$ cat config.mk
export PLATFORM = sky130hd
export DESIGN_NAME = rpn_stack_calculator
export DESIGN_NICKNAME = d
export VERILOG_FILES = /design/src/hw/rtl/rpn_pkg.sv /design/src/hw/rtl/rpn_alu.sv /design/src/hw/rtl/rpn_stack_calculator.sv
export SDC_FILE = /design/constraint.sdc
export NUM_CORES = 2
export LEC_CHECK = 0
export BUFFER_PORTS_ARGS = -buffer_cell sky130_fd_sc_hd__buf_2
export CORE_MARGIN = 2
export CORE_UTILIZATION = 33
export DETAILED_ROUTE_END_ITERATION = 8
export HOLD_SLACK_MARGIN = 0.1
export PLACE_DENSITY = 0.56
export SLEW_MARGIN = 15
export SYNTH_ARGS = -nofsm -noshare
export SYNTH_HDL_FRONTEND = slang
export SYNTH_HIERARCHICAL = 1
export SYNTH_SLANG_ARGS = --single-unit
$ cat constraint.sdc
create_clock -name clk -period 13.5 [get_ports clk]
set_input_delay 2.025 -clock clk [delete_from_list [all_inputs] [get_ports clk]]
set_output_delay 2.025 -clock clk [all_outputs]
set_load 0.005 [all_outputs]
$ cat src/hw/rtl/rpn_pkg.sv
// rpn_pkg: shared constants, command and status codes, and the request and
// response structs between the calculator sequencer and its arithmetic unit.
// No dependencies.
package rpn_pkg;

    localparam int STACK_DEPTH = 32;
    localparam int AW          = $clog2(STACK_DEPTH);
    localparam int CNT_W       = $clog2(STACK_DEPTH + 1);
    localparam int DATA_W      = 32;
    localparam int FUNC_W      = 4;
    localparam int DEPTH_W     = 6;
    localparam int STAT_W      = 2;
    localparam int STEP_W      = $clog2(DATA_W);

    // command codes
    localparam logic [FUNC_W-1:0] FUNC_PUSH = 4'd0;
    localparam logic [FUNC_W-1:0] FUNC_ADD  = 4'd1;
    localparam logic [FUNC_W-1:0] FUNC_SUB  = 4'd2;
    localparam logic [FUNC_W-1:0] FUNC_MUL  = 4'd3;
    localparam logic [FUNC_W-1:0] FUNC_DIV  = 4'd4;
    localparam logic [FUNC_W-1:0] FUNC_DROP = 4'd5;
    localparam logic [FUNC_W-1:0] FUNC_SWAP = 4'd6;
    localparam logic [FUNC_W-1:0] FUNC_DUP  = 4'd7;
    localparam logic [FUNC_W-1:0] FUNC_DUMP = 4'd8;

    // status codes
    localparam logic [STAT_W-1:0] ST_OK    = 2'd0;
    localparam logic [STAT_W-1:0] ST_UNDER = 2'd1;
    localparam logic [STAT_W-1:0] ST_OVER  = 2'd2;
    localparam logic [STAT_W-1:0] ST_DIVZ  = 2'd3;

    // arithmetic unit operations
    localparam logic [1:0] ALU_ADD = 2'd0;
    localparam logic [1:0] ALU_SUB = 2'd1;
    localparam logic [1:0] ALU_MUL = 2'd2;
    localparam logic [1:0] ALU_DIV = 2'd3;

    typedef struct packed {
        logic       start;
        logic [1:0] op;
    } alu_req_t;

    typedef struct packed {
        logic              done;
        logic [DATA_W-1:0] result;
    } alu_rsp_t;

    function automatic logic [1:0] alu_op_of(input logic [FUNC_W-1:0] f);
        logic [1:0] op;
        case (f)
            FUNC_ADD: op = ALU_ADD;
            FUNC_SUB: op = ALU_SUB;
            FUNC_MUL: op = ALU_MUL;
            default:  op = ALU_DIV;
        endcase
        return op;
    endfunction

endpackage

$ cat src/hw/rtl/rpn_alu.sv
// rpn_alu: multi-cycle arithmetic unit around one shared 33-bit adder.
// Add/sub in one step, shift-add multiply and restoring divide in 32 steps.
// Depends on rpn_pkg.
module rpn_alu
    import rpn_pkg::*;
(
    input  logic              clk,
    input  logic              rst_n,
    input  alu_req_t          req,
    input  logic [DATA_W-1:0] a,      // top of stack (divisor)
    input  logic [DATA_W-1:0] b,      // second entry (dividend)
    output alu_rsp_t          rsp
);

    localparam logic [2:0] A_IDLE = 3'd0;
    localparam logic [2:0] A_ADD  = 3'd1;
    localparam logic [2:0] A_MUL  = 3'd2;
    localparam logic [2:0] A_DIV  = 3'd3;
    localparam logic [2:0] A_FIX  = 3'd4;

    logic [2:0]        state_reg, state_next;
    logic [DATA_W-1:0] acc_reg, acc_next;
    logic [DATA_W-1:0] op2_reg, op2_next;
    logic [DATA_W-1:0] qd_reg, qd_next;
    logic [DATA_W-1:0] res_reg, res_next;
    logic [STEP_W-1:0] step_reg, step_next;
    logic              sub_reg, sub_next;
    logic              neg_reg, neg_next;
    logic              done_reg, done_next;

    logic [DATA_W-1:0] add_x, add_y;
    logic              add_sub;
    logic [DATA_W:0]   add_sum;
    logic [DATA_W-1:0] remsh;
    logic              ge;
    logic              last_step;
    logic [DATA_W-1:0] a_mag, b_mag;

    assign remsh     = {acc_reg[DATA_W-2:0], qd_reg[DATA_W-1]};
    assign last_step = (step_reg == STEP_W'(DATA_W - 1));
    assign a_mag     = a[DATA_W-1] ? (~a + DATA_W'(1)) : a;
    assign b_mag     = b[DATA_W-1] ? (~b + DATA_W'(1)) : b;

    // shared adder operand select
    always_comb
    begin
        add_x   = acc_reg;
        add_y   = op2_reg;
        add_sub = 1'b0;
        case (state_reg)
            A_ADD:
            begin
                add_sub = sub_reg;
            end
            A_DIV:
            begin
                add_x   = remsh;
                add_sub = 1'b1;
            end
            A_FIX:
            begin
                add_x   = '0;
                add_y   = qd_reg;
                add_sub = 1'b1;
            end
            default:
            begin
                add_sub = 1'b0;
            end
        endcase
    end

    assign add_sum = {1'b0, add_x} + ({1'b0, add_y} ^ {(DATA_W + 1){add_sub}})
                   + (DATA_W + 1)'(add_sub);
    // no borrow out means remsh >= divisor
    assign ge = ~add_sum[DATA_W];

    always_comb
    begin
        state_next = state_reg;
        acc_next   = acc_reg;
        op2_next   = op2_reg;
        qd_next    = qd_reg;
        res_next   = res_reg;
        step_next  = step_reg;
        sub_next   = sub_reg;
        neg_next   = neg_reg;
        done_next  = 1'b0;
        case (state_reg)
            A_IDLE:
            begin
                if (req.start)
                begin
                    step_next = '0;
                    case (req.op)
                        ALU_ADD, ALU_SUB:
                        begin
                            acc_next   = b;
                            op2_next   = a;
                            sub_next   = (req.op == ALU_SUB);
                            state_next = A_ADD;
                        end
                        ALU_MUL:
                        begin
                            acc_next   = '0;
                            op2_next   = b;
                            qd_next    = a;
                            state_next = A_MUL;
                        end
                        default:
                        begin
                            acc_next   = '0;
                            op2_next   = a_mag;
                            qd_next    = b_mag;
                            neg_next   = a[DATA_W-1] ^ b[DATA_W-1];
                            state_next = A_DIV;
                        end
                    endcase
                end
            end
            A_ADD:
            begin
                res_next   = add_sum[DATA_W-1:0];
                done_next  = 1'b1;
                state_next = A_IDLE;
            end
            A_MUL:
            begin
                if (qd_reg[0])
                begin
                    acc_next = add_sum[DATA_W-1:0];
                end
                op2_next  = {op2_reg[DATA_W-2:0], 1'b0};
                qd_next   = {1'b0, qd_reg[DATA_W-1:1]};
                step_next = step_reg + STEP_W'(1);
                if (last_step)
                begin
                    res_next   = qd_reg[0] ? add_sum[DATA_W-1:0] : acc_reg;
                    done_next  = 1'b1;
                    state_next = A_IDLE;
                end
            end
            A_DIV:
            begin
                acc_next  = ge ? add_sum[DATA_W-1:0] : remsh;
                qd_next   = {qd_reg[DATA_W-2:0], ge};
                step_next = step_reg + STEP_W'(1);
                if (last_step)
                begin
                    state_next = A_FIX;
                end
            end
            A_FIX:
            begin
                // negate quotient when operand signs differ
                res_next   = neg_reg ? add_sum[DATA_W-1:0] : qd_reg;
                done_next  = 1'b1;
                state_next = A_IDLE;
            end
            default:
            begin
                state_next = A_IDLE;
            end
        endcase
    end

    always_ff @(posedge clk or negedge rst_n)
    begin
        if (!rst_n)
        begin
            state_reg <= A_IDLE;
            done_reg  <= 1'b0;
        end
        else
        begin
            state_reg <= state_next;
            done_reg  <= done_next;
        end
    end

    always_ff @(posedge clk)
    begin
        acc_reg  <= acc_next;
        op2_reg  <= op2_next;
        qd_reg   <= qd_next;
        res_reg  <= res_next;
        step_reg <= step_next;
        sub_reg  <= sub_next;
        neg_reg  <= neg_next;
    end

    assign rsp.done   = done_reg;
    assign rsp.result = res_reg;

endmodule

$ cat src/hw/rtl/rpn_stack_calculator.sv
// rpn_stack_calculator: top level; command sequencer, operand stack memory
// and registered result stage. Depends on rpn_pkg and rpn_alu.
//
// Reverse Polish calculator on a 32-entry stack of 32-bit values. Each
// request on the input channel is one command (func, operand); each command
// returns one status result with the new top value, depth and status, except
// dump, which returns every entry from top to bottom with last set on the
// bottom one (one result with value 0 when the stack is empty). Underflow,
// overflow and divide by zero leave the stack untouched. The block takes one
// command at a time: in_ready is high only while the sequencer is idle, but a
// new command may be taken while the previous result still sits in the
// output register. Mul and div run through the 32 steps of the shared
// add/subtract unit; dump reads the entries one at a time through the single
// registered read port of the stack memory. No clearing pass is needed after
// reset: the depth counter alone marks valid entries.
module rpn_stack_calculator
    import rpn_pkg::*;
(
    input  logic               clk,
    input  logic               rst_n,
    input  logic               in_valid,
    output logic               in_ready,
    input  logic [FUNC_W-1:0]  func,
    input  logic signed [DATA_W-1:0] operand,
    output logic               out_valid,
    input  logic               out_ready,
    output logic signed [DATA_W-1:0] value,
    output logic [DEPTH_W-1:0] depth,
    output logic [STAT_W-1:0]  status,
    output logic               last
);

    localparam logic [2:0] S_IDLE = 3'd0;
    localparam logic [2:0] S_READ = 3'd1;  // memory read in flight
    localparam logic [2:0] S_EXEC = 3'd2;  // read data available
    localparam logic [2:0] S_ALU  = 3'd3;
    localparam logic [2:0] S_SWAP = 3'd4;
    localparam logic [2:0] S_EMIT = 3'd5;

    logic [2:0]        state_reg, state_next;
    logic [CNT_W-1:0]  cnt_reg, cnt_next;
    logic [DATA_W-1:0] top_reg, top_next;    // copy of mem[cnt-1]
    logic [FUNC_W-1:0] func_reg, func_next;
    logic [STAT_W-1:0] stat_reg, stat_next;
    logic [AW-1:0]     rd_addr_reg, rd_addr_next;
    logic [DATA_W-1:0] rd_data_reg;

    logic               out_valid_reg, out_valid_next;
    logic [DATA_W-1:0]  value_reg, value_next;
    logic [DEPTH_W-1:0] depth_reg, depth_next;
    logic [STAT_W-1:0]  status_reg, status_next;
    logic               last_reg, last_next;

    logic [DATA_W-1:0] mem [STACK_DEPTH];
    logic              mem_we;
    logic [AW-1:0]     mem_waddr;
    logic [DATA_W-1:0] mem_wdata;

    logic [CNT_W-1:0]  cnt_m1, cnt_m2;
    logic              full, slot_free;

    alu_req_t alu_req;
    alu_rsp_t alu_rsp;

    assign cnt_m1    = cnt_reg - CNT_W'(1);
    assign cnt_m2    = cnt_reg - CNT_W'(2);
    assign full      = (cnt_reg == CNT_W'(STACK_DEPTH));
    assign slot_free = ~out_valid_reg | out_ready;
    assign in_ready  = (state_reg == S_IDLE);

    rpn_alu u_alu (
        .clk   (clk),
        .rst_n (rst_n),
        .req   (alu_req),
        .a     (top_reg),
        .b     (rd_data_reg),
        .rsp   (alu_rsp)
    );

    always_comb
    begin
        state_next     = state_reg;
        cnt_next       = cnt_reg;
        top_next       = top_reg;
        func_next      = func_reg;
        stat_next      = stat_reg;
        rd_addr_next   = rd_addr_reg;
        out_valid_next = out_valid_reg & ~out_ready;
        value_next     = value_reg;
        depth_next     = depth_reg;
        status_next    = status_reg;
        last_next      = last_reg;
        mem_we         = 1'b0;
        mem_waddr      = cnt_reg[AW-1:0];
        mem_wdata      = top_reg;
        alu_req.start  = 1'b0;
        alu_req.op     = alu_op_of(func_reg);

        case (state_reg)
            S_IDLE:
            begin
                if (in_valid)
                begin
                    func_next  = func;
                    stat_next  = ST_OK;
                    state_next = S_EMIT;
                    case (func)
                        FUNC_PUSH:
                        begin
                            if (full)
                            begin
                                stat_next = ST_OVER;
                            end
                            else
                            begin
                                mem_we    = 1'b1;
                                mem_wdata = operand;
                                top_next  = operand;
                                cnt_next  = cnt_reg + CNT_W'(1);
                            end
                        end
                        FUNC_ADD, FUNC_SUB, FUNC_MUL, FUNC_DIV, FUNC_SWAP:
                        begin
                            if (cnt_reg < CNT_W'(2))
                            begin
                                stat_next = ST_UNDER;
                            end
                            else if (func == FUNC_DIV && top_reg == '0)
                            begin
                                stat_next = ST_DIVZ;
                            end
                            else
                            begin
                                rd_addr_next = cnt_m2[AW-1:0];
                                state_next   = S_READ;
                            end
                        end
                        FUNC_DROP:
                        begin
                            if (cnt_reg == '0)
                            begin
                                stat_next = ST_UNDER;
                            end
                            else if (cnt_reg == CNT_W'(1))
                            begin
                                cnt_next = '0;
                            end
                            else
                            begin
                                rd_addr_next = cnt_m2[AW-1:0];
                                state_next   = S_READ;
                            end
                        end
                        FUNC_DUP:
                        begin
                            if (cnt_reg == '0)
                            begin
                                stat_next = ST_UNDER;
                            end
                            else if (full)
                            begin
                                stat_next = ST_OVER;
                            end
                            else
                            begin
                                mem_we   = 1'b1;
                                cnt_next = cnt_reg + CNT_W'(1);
                            end
                        end
                        FUNC_DUMP:
                        begin
                            // empty stack: single zero result from S_EMIT
                            if (cnt_reg != '0)
                            begin
                                rd_addr_next = cnt_m1[AW-1:0];
                                state_next   = S_READ;
                            end
                        end
                        default:
                        begin
                            state_next = S_EMIT;
                        end
                    endcase
                end
            end
            S_READ:
            begin
                state_next = S_EXEC;
            end
            S_EXEC:
            begin
                case (func_reg)
                    FUNC_ADD, FUNC_SUB, FUNC_MUL, FUNC_DIV:
                    begin
                        alu_req.start = 1'b1;
                        state_next    = S_ALU;
                    end
                    FUNC_DROP:
                    begin
                        top_next   = rd_data_reg;
                        cnt_next   = cnt_m1;
                        state_next = S_EMIT;
                    end
                    FUNC_SWAP:
                    begin
                        // old top goes below, second becomes top
                        mem_we     = 1'b1;
                        mem_waddr  = cnt_m2[AW-1:0];
                        mem_wdata  = top_reg;
                        top_next   = rd_data_reg;
                        state_next = S_SWAP;
                    end
                    FUNC_DUMP:
                    begin
                        if (slot_free)
                        begin
                            out_valid_next = 1'b1;
                            value_next     = rd_data_reg;
                            depth_next     = DEPTH_W'(cnt_reg);
                            status_next    = ST_OK;
                            last_next      = (rd_addr_reg == '0);
                            if (rd_addr_reg == '0)
                            begin
                                state_next = S_IDLE;
                            end
                            else
                            begin
                                rd_addr_next = rd_addr_reg - AW'(1);
                                state_next   = S_READ;
                            end
                        end
                    end
                    default:
                    begin
                        state_next = S_EMIT;
                    end
                endcase
            end
            S_ALU:
            begin
                if (alu_rsp.done)
                begin
                    mem_we     = 1'b1;
                    mem_waddr  = cnt_m2[AW-1:0];
                    mem_wdata  = alu_rsp.result;
                    top_next   = alu_rsp.result;
                    cnt_next   = cnt_m1;
                    state_next = S_EMIT;
                end
            end
            S_SWAP:
            begin
                mem_we     = 1'b1;
                mem_waddr  = cnt_m1[AW-1:0];
                mem_wdata  = top_reg;
                state_next = S_EMIT;
            end
            S_EMIT:
            begin
                if (slot_free)
                begin
                    out_valid_next = 1'b1;
                    value_next     = (cnt_reg == '0) ? '0 : top_reg;
                    depth_next     = DEPTH_W'(cnt_reg);
                    status_next    = stat_reg;
                    last_next      = 1'b1;
                    state_next     = S_IDLE;
                end
            end
            default:
            begin
                state_next = S_IDLE;
            end
        endcase
    end

    // stack memory: one write port, one registered read port
    always_ff @(posedge clk)
    begin
        if (mem_we)
        begin
            mem[mem_waddr] <= mem_wdata;
        end
        rd_data_reg <= mem[rd_addr_reg];
    end

    always_ff @(posedge clk or negedge rst_n)
    begin
        if (!rst_n)
        begin
            state_reg     <= S_IDLE;
            cnt_reg       <= '0;
            out_valid_reg <= 1'b0;
        end
        else
        begin
            state_reg     <= state_next;
            cnt_reg       <= cnt_next;
            out_valid_reg <= out_valid_next;
        end
    end

    always_ff @(posedge clk)
    begin
        top_reg     <= top_next;
        func_reg    <= func_next;
        stat_reg    <= stat_next;
        rd_addr_reg <= rd_addr_next;
        value_reg   <= value_next;
        depth_reg   <= depth_next;
        status_reg  <= status_next;
        last_reg    <= last_next;
    end

    assign out_valid = out_valid_reg;
    assign value     = value_reg;
    assign depth     = depth_reg;
    assign status    = status_reg;
    assign last      = last_reg;

endmodule

Word level (Yosys, flattened, before mapping)
Memory sizes are Yosys's and may differ from the RTL's. A register that Yosys moved wholly into a read port is not among the register bits.
Cells that the tools add are included.
{"block": "totals", "regBits": 233, "ram_bits": 1024, "in_bits": 40, "out_inout_bits": 43, "wordCells": 239, "mem_count": 1}
{"name": "mem", "words": 32, "word_bits": 32, "read_ports": 1, "rd_ports_with_merged_regs": 1, "wr": 1, "line": "rpn_stack_calculator.sv:54", "rtl": "logic [DATA_W-1:0] mem [STACK_DEPTH];"}
{"block": "classes", "addsub": 9, "magnitude_cmp": 1, "eq_ne": 51, "n_mux": 108, "n_bitwise": 10, "n_reduce_logical": 39}
{"operator": "$mux 32", "count": 20}
{"operator": "$pmux 32 s2", "count": 6}
{"operator": "$pmux 32 s3", "count": 4}
{"operator": "$add 32x1->32 const B", "count": 2}
{"operator": "$not 32->32", "count": 2}
{"operator": "$mux 5", "count": 12}
{"operator": "$mux 6", "count": 9}
{"operator": "$mux 3", "count": 12}
{"operator": "$pmux 6 s3", "count": 2}
{"operator": "$add 32x33->33", "count": 1}
{"operator": "$add 33x1->33", "count": 1}
{"operator": "$xor 32x33->33", "count": 1}
{"operator": "$logic_not 32->1", "count": 1}
{"operator": "$pmux 5 s3", "count": 2}
{"operator": "$eq 4x3->1 const B", "count": 7}
{"operator": "$pmux 3 s3", "count": 3}
{"operator": "$ne 3x3->1 const B", "count": 8}
{"operator": "$pmux 5 s2", "count": 2}
{"operator": "$pmux 3 s6", "count": 1}
{"operator": "$mux 1", "count": 17}
{"operator": "$eq 4x2->1 const B", "count": 4}
{"operator": "$ne 2x2->1 const B", "count": 8}
{"operator": "$mux 2", "count": 7}
{"operator": "$reduce_and 2->1", "count": 7}
{"operator": "45 further kinds", "count": 79}

Depth between registers and ports, before layout
{"block": "depth", "ltp_word": 9, "depth_mapped": 22, "depth_no_buf": 16}

By module
The synthesis kept the hierarchy.
{"module": "rpn_stack_calculator", "instances": 1, "cells_per_inst": 2448, "area_per_inst_um2": 46108.0, "seq_area_each_um2": 34162.8}
{"module": "rpn_alu", "instances": 1, "cells_per_inst": 1430, "area_per_inst_um2": 12226.7, "seq_area_each_um2": 4154.0}

Worst setup path after synthesis
Ideal clock, no wire load.
{"block": "synth_path", "path_kind": "input to register", "startpoint": "input port func[0]", "endpoint": "memory mem[15][0] (enable)", "setup_time_ps": 461, "t_arrival_ps": 5473, "required_time_ps": 13039, "path_slack_ps": 7566, "stages": 6, "n_path_buf": 1, "path_cell_list": "buf_2 > nor3_2 > o21ai_0 > o41ai_2 > nand3_1 > nor3_1"}
{"block": "synth_via", "elab_chain_cells": 6, "word_cells_on_any_way": 7, "cone_classes": "eq/ne (1); mux (5); reduce/logical (1)"}
{"item": "start: declaration", "line": "rpn_stack_calculator.sv:23", "rtl": "input logic [FUNC_W-1:0] func,"}
{"item": "$eq 4x3->1 / $logic_not 4->1 (equally long branches)", "line": "rpn_stack_calculator.sv:107", "rtl": "case (func)"}
{"item": "$pmux 1 s2 (*)", "line": "rpn_stack_calculator.sv:107"}
{"item": "$mux 1 (*)", "line": "rpn_stack_calculator.sv:102", "rtl": "if (in_valid)"}
{"item": "$pmux 1 s4 (*)", "line": "rpn_stack_calculator.sv:99", "rtl": "case (state_reg)"}
{"item": "$mux 1 (*)", "line": "rpn_stack_calculator.sv:280", "rtl": "if (mem_we)"}
{"item": "$mux 1 (not written as such) (*)", "line": "rpn_stack_calculator.sv:282", "rtl": "mem[mem_waddr] <= mem_wdata;"}
{"item": "end: declaration", "line": "rpn_stack_calculator.sv:54"}
Mark *: on every way between the ends. The rest lies on a longest branch, timed or not.

Final worst setup path
{"block": "layout_path", "startpoint": "register u_alu.state_reg[2]", "endpoint": "register u_alu.acc_reg[10] (data pin)"}
{"block": "layout_via", "elab_chain_cells": 8, "word_cells_on_any_way": 15, "cone_classes": "add/sub (2); eq/ne (4); mux (6); bitwise (1); reduce/logical (2)"}
{"item": "start: declaration", "line": "rpn_alu.sv:21", "rtl": "logic [2:0] state_reg, state_next;"}
{"item": "start signal: assignment", "line": "rpn_alu.sv:176", "rtl": "state_reg <= state_next;"}
{"item": "$eq 3x3->1 / $eq 3x2->1 (equally long branches)", "line": "rpn_alu.sv:50, rpn_alu.sv:89"}
{"item": "$reduce_or 2->1 (no source line)"}
{"item": "$pmux 1 s2", "line": "rpn_alu.sv:50", "rtl": "case (state_reg)"}
{"item": "$xor 32x33->33", "line": "rpn_alu.sv:73", "rtl": "assign add_sum = {1'b0, add_x} + ({1'b0, add_y} ^ {(DATA_W + 1){add_sub}})"}
{"item": "$add 32x33->33", "line": "rpn_alu.sv:73"}
{"item": "$add 33x1->33", "line": "rpn_alu.sv:74", "rtl": "+ (DATA_W + 1)'(add_sub);"}
{"item": "$mux 32 (on tied branches)"}
{"item": "$pmux 32 s3 (*)", "line": "rpn_alu.sv:89", "rtl": "case (state_reg)"}
{"item": "named net u_alu.acc_next[10]", "line": "rpn_alu.sv:22", "rtl": "logic [DATA_W-1:0] acc_reg, acc_next;"}
{"item": "end signal: assignment", "line": "rpn_alu.sv:183", "rtl": "acc_reg <= acc_next;"}
{"item": "end: declaration", "line": "rpn_alu.sv:22"}
Mark *: on every way through the listed nets, which the timed path passes. The rest lies on a longest branch.
A chain may end at the register's enable or synchronous reset.

==> flow_summary.ini <==
[power]
power.switching_mw = 5.837
vdd_drop_max_mv = 0.1903
combPwrFrac = 0.354
clkPwrFrac = 0.244
power_density_nw_per_um2 = 232.3
seqPwrFrac = 0.402
total_power_mw = 15.40
cellLeakagePower_nw = 21.83
swShare = 0.3791
p_int_mw = 9.561

[timing]
setup_tns_ns = 0
finalSetupViolCount = 0
min_period_ns = 6.031
hold-worst-slack_ns = 0.5761
rsz0062_at_grt = no
skew_ns = 0.05805
relSlewSlack = 0.2129
post-route-period-util = 0.4468
tightest_slew_ns = 1.181
hold_viol_final = 0
drv_slew = 0
max_freq_mhz = 165.8

[setup_path]
critical_path.startpoint = u_alu/state_reg[2]$_DFFE_PN0P_
setup.worst_path.start_class = flop
worstPathRequired_ns = 13.99
end_kind = flop
r2r_cells = 20
criticalPathCategory = reg -> reg
r2r_start = u_alu/state_reg[2]$_DFFE_PN0P_
worst_ep_arrival_time_ns = 6.52
crit_fanout = 60

[place]
gp_congestion = 0.8851
port_buffers = 82
post-dp-hpwl_um = 110000

[clock_network]
clock_latency_ns = 0.79
clk_pin_slew_ns = 0.06
ctsHoldBuffers = 0
cts_setup_buffers = 0
cts_buffer_depth = 3
clockRootBuffer = clkbuf_16
htree_levels = 4
cts_resized = 0
cts.sinks = 1289
cts_tree = yes
cts_buffers = 138

[floorplan]
die-area_um2 = 180100
initial_core_util = 0.3316
fp.dieH_um = 424.4
coreArea_um2 = 175900
dieWidth_um = 424.4
io_pins = 83
rows = 154

[global_route]
antenna_found_initial = 16
grt_pass1_wl_um = 251800
grt_max_degree = 95
grt_pass1_vias = 34409
gr-usage-all-layers = 0.1909
overflow = 0

[route]
finalWirelength_um = 174900
drtIter0Drc = 3929
drc_errors = 0
antenna_left = 0
wire_per_inst_um = 27.37
drt_pre_antenna_iters = 6
routed_via_density = 5.651
via_count = 36107

[synth]
synth_edf_count = 1243
yosysTopAreaCell = edfxtp_1
netlist.area_leader.share = 0.6399
synth-seq-cells = 1289
synthCells = 3878
synth_flop_cell = edfxtp_1
ys_types = 103
synth_nets = 3962
ys_seq_area_frac = 0.6568
synthTopCellsByArea = edfxtp_1 64%, mux4_2 8.8%, mux2i_1 4.0%
async_flop_share = 0.01086
syn_area_per_cell_um2 = 15.04
yosys_warnings = 6
netlist_area_um2 = 58330

[final_layout]
regMostFlops = mem
fin_nets = 4022
largest_reg_flops = 1024
syn2layout_area_growth_pct = 13.65
drive_above_1_share = 0.1834
fill_cells = 16370

[outcome]
status = completed

[min_path]
hold_path.class = reg -> reg
min_path_cells = 1
min_from = stat_reg[1]$_DFFE_PP_

[job]
maxCapViolCount = 0
-- kinds of logic (layout without fill, tap and decap cells) --
family,Yosys count,in the layout,share of synthesized area
simple gates,783,783,0.06364
xor+xnor,93,93,0.01396
other cells,0,4,0
mux,478,478,0.1315
buf+inv,312,480,0.02147
compound gates,879,879,0.1030
fa+ha+maj,44,44,0.009566
flops,1289,1289,0.6568
-- routing by layer --
layer,share of wire,up-vias,GRT usage,wire [um]
li1,-,15643,-,-
met2,0.46,1394,0.2949,81120
met4,0.043,2,0.08387,7502
met3,0.061,299,0.02564,10640
met1,0.43,18769,0.2691,75640
met5,0.000069,-,0,12
-- path summary, 6_finish.rpt --
check | to | slack (ns)
max | u_alu/acc_reg[10]$_DFFE_PP_ | 7.47
min | status[1]$_SDFFCE_PN0P_ | 0.58
max reg2reg | u_alu/acc_reg[10]$_DFFE_PP_ | 7.47
min reg2reg | status[1]$_SDFFCE_PN0P_ | 0.58
max in group asynchronous | state_reg[0]$_DFFE_PN0P_ | 11.97
min in group asynchronous | cnt_reg[3]$_DFFE_PN0P_ | 1.18
-- power groups by stage --
stage / clock network, mW / registers (mW) / logic (mW)
after CTS: 3.84 / 6.17 / 5.36
after global routing: 3.99 / 6.22 / 5.92
after detailed placement: 0 / 6.25 / 5.33
after global placement: 0 / 6.24 / 5.27
after floorplan: 0 / 5.94 / 3.71
final: 3.76 / 6.18 / 5.45
-- critical path, cell delays in order, from the launching register on --
cell and delay (ns):
dfrtp_1 0.43, and2b_2 0.23, buf_4 0.55, and2_1 0.22
buf_4 0.42, nor2_2 0.05, buf_4 0.25, nand2_1 0.10
o21ai_0 0.15, fa_1 0.49, a21oi_1 0.23, o21ai_0 0.18
nand3_1 0.21, a31o_2 0.22, o21ai_2 0.10, o31ai_4 0.31
o211a_1 0.21, a211o_1 0.10, buf_4 0.48, mux2_1 0.38
a221o_1 0.29
-- per-stage QoR --
step                area [um^2]    util  instances  setup slack (ns)
detailed placement        61730  0.3509       6137             7.451
finish                    66300  0.3769       6390             7.469
floorplan                 58330       -       3878             7.566
CTS                       66220  0.3764       6385             7.520
global route              66300  0.3769       6390             7.117
global placement          61730  0.3509       6137             7.459
-- area by class of cell --
class                      count  area (um^2)  share of cell area
sequential                  1289        38320              0.5780
tap                         2340         2928             0.04416
inverter                      36        135.1            0.002038
clock inverter                67        772.0             0.01164
clock buffer                 181         3717             0.05607
multi-input combinational   2277        19100              0.2881
timing repair buffer         196         1311             0.01978
antenna                        4        10.01           0.0001510
-- cells in the mapped netlist (all sizes together), types with 14 or more instances --
library cell,instances
a211o,23
a211oi,44
a21o,24
a21oi,126
a221o,18
a221oi,36
a22o,56
a22oi,48
and2,21
and3,14
buf,90
clkbuf,186
dfrtp,14
dfxtp,32
edfxtp,1243
ha,43
inv,36
mux2,16
mux2i,233
mux4,229
nand2,349
nand2b,16
nand3,53
nor2,159
nor2b,21
nor3,57
nor4,16
o2111ai,14
o211ai,53
o21ai,252
o221ai,26
o22ai,45
o31ai,23
o41ai,15
xnor2,56
xor2,37
-- cell usage in the layout, fill, tap and decap left out, drive strengths merged, types with 53 or more instances in the layout --
master,Yosys,layout
o211ai,53,53
xnor2,56,56
mux4,229,229
clkbuf,186,181
edfxtp,1243,1243
nand3,53,53
a21oi,126,126
o21ai,252,252
mux2i,233,233
nor2,159,159
buf,90,196
a22o,56,56
nand2,349,349
nor3,57,57
(Power assumes the default switching activity.)
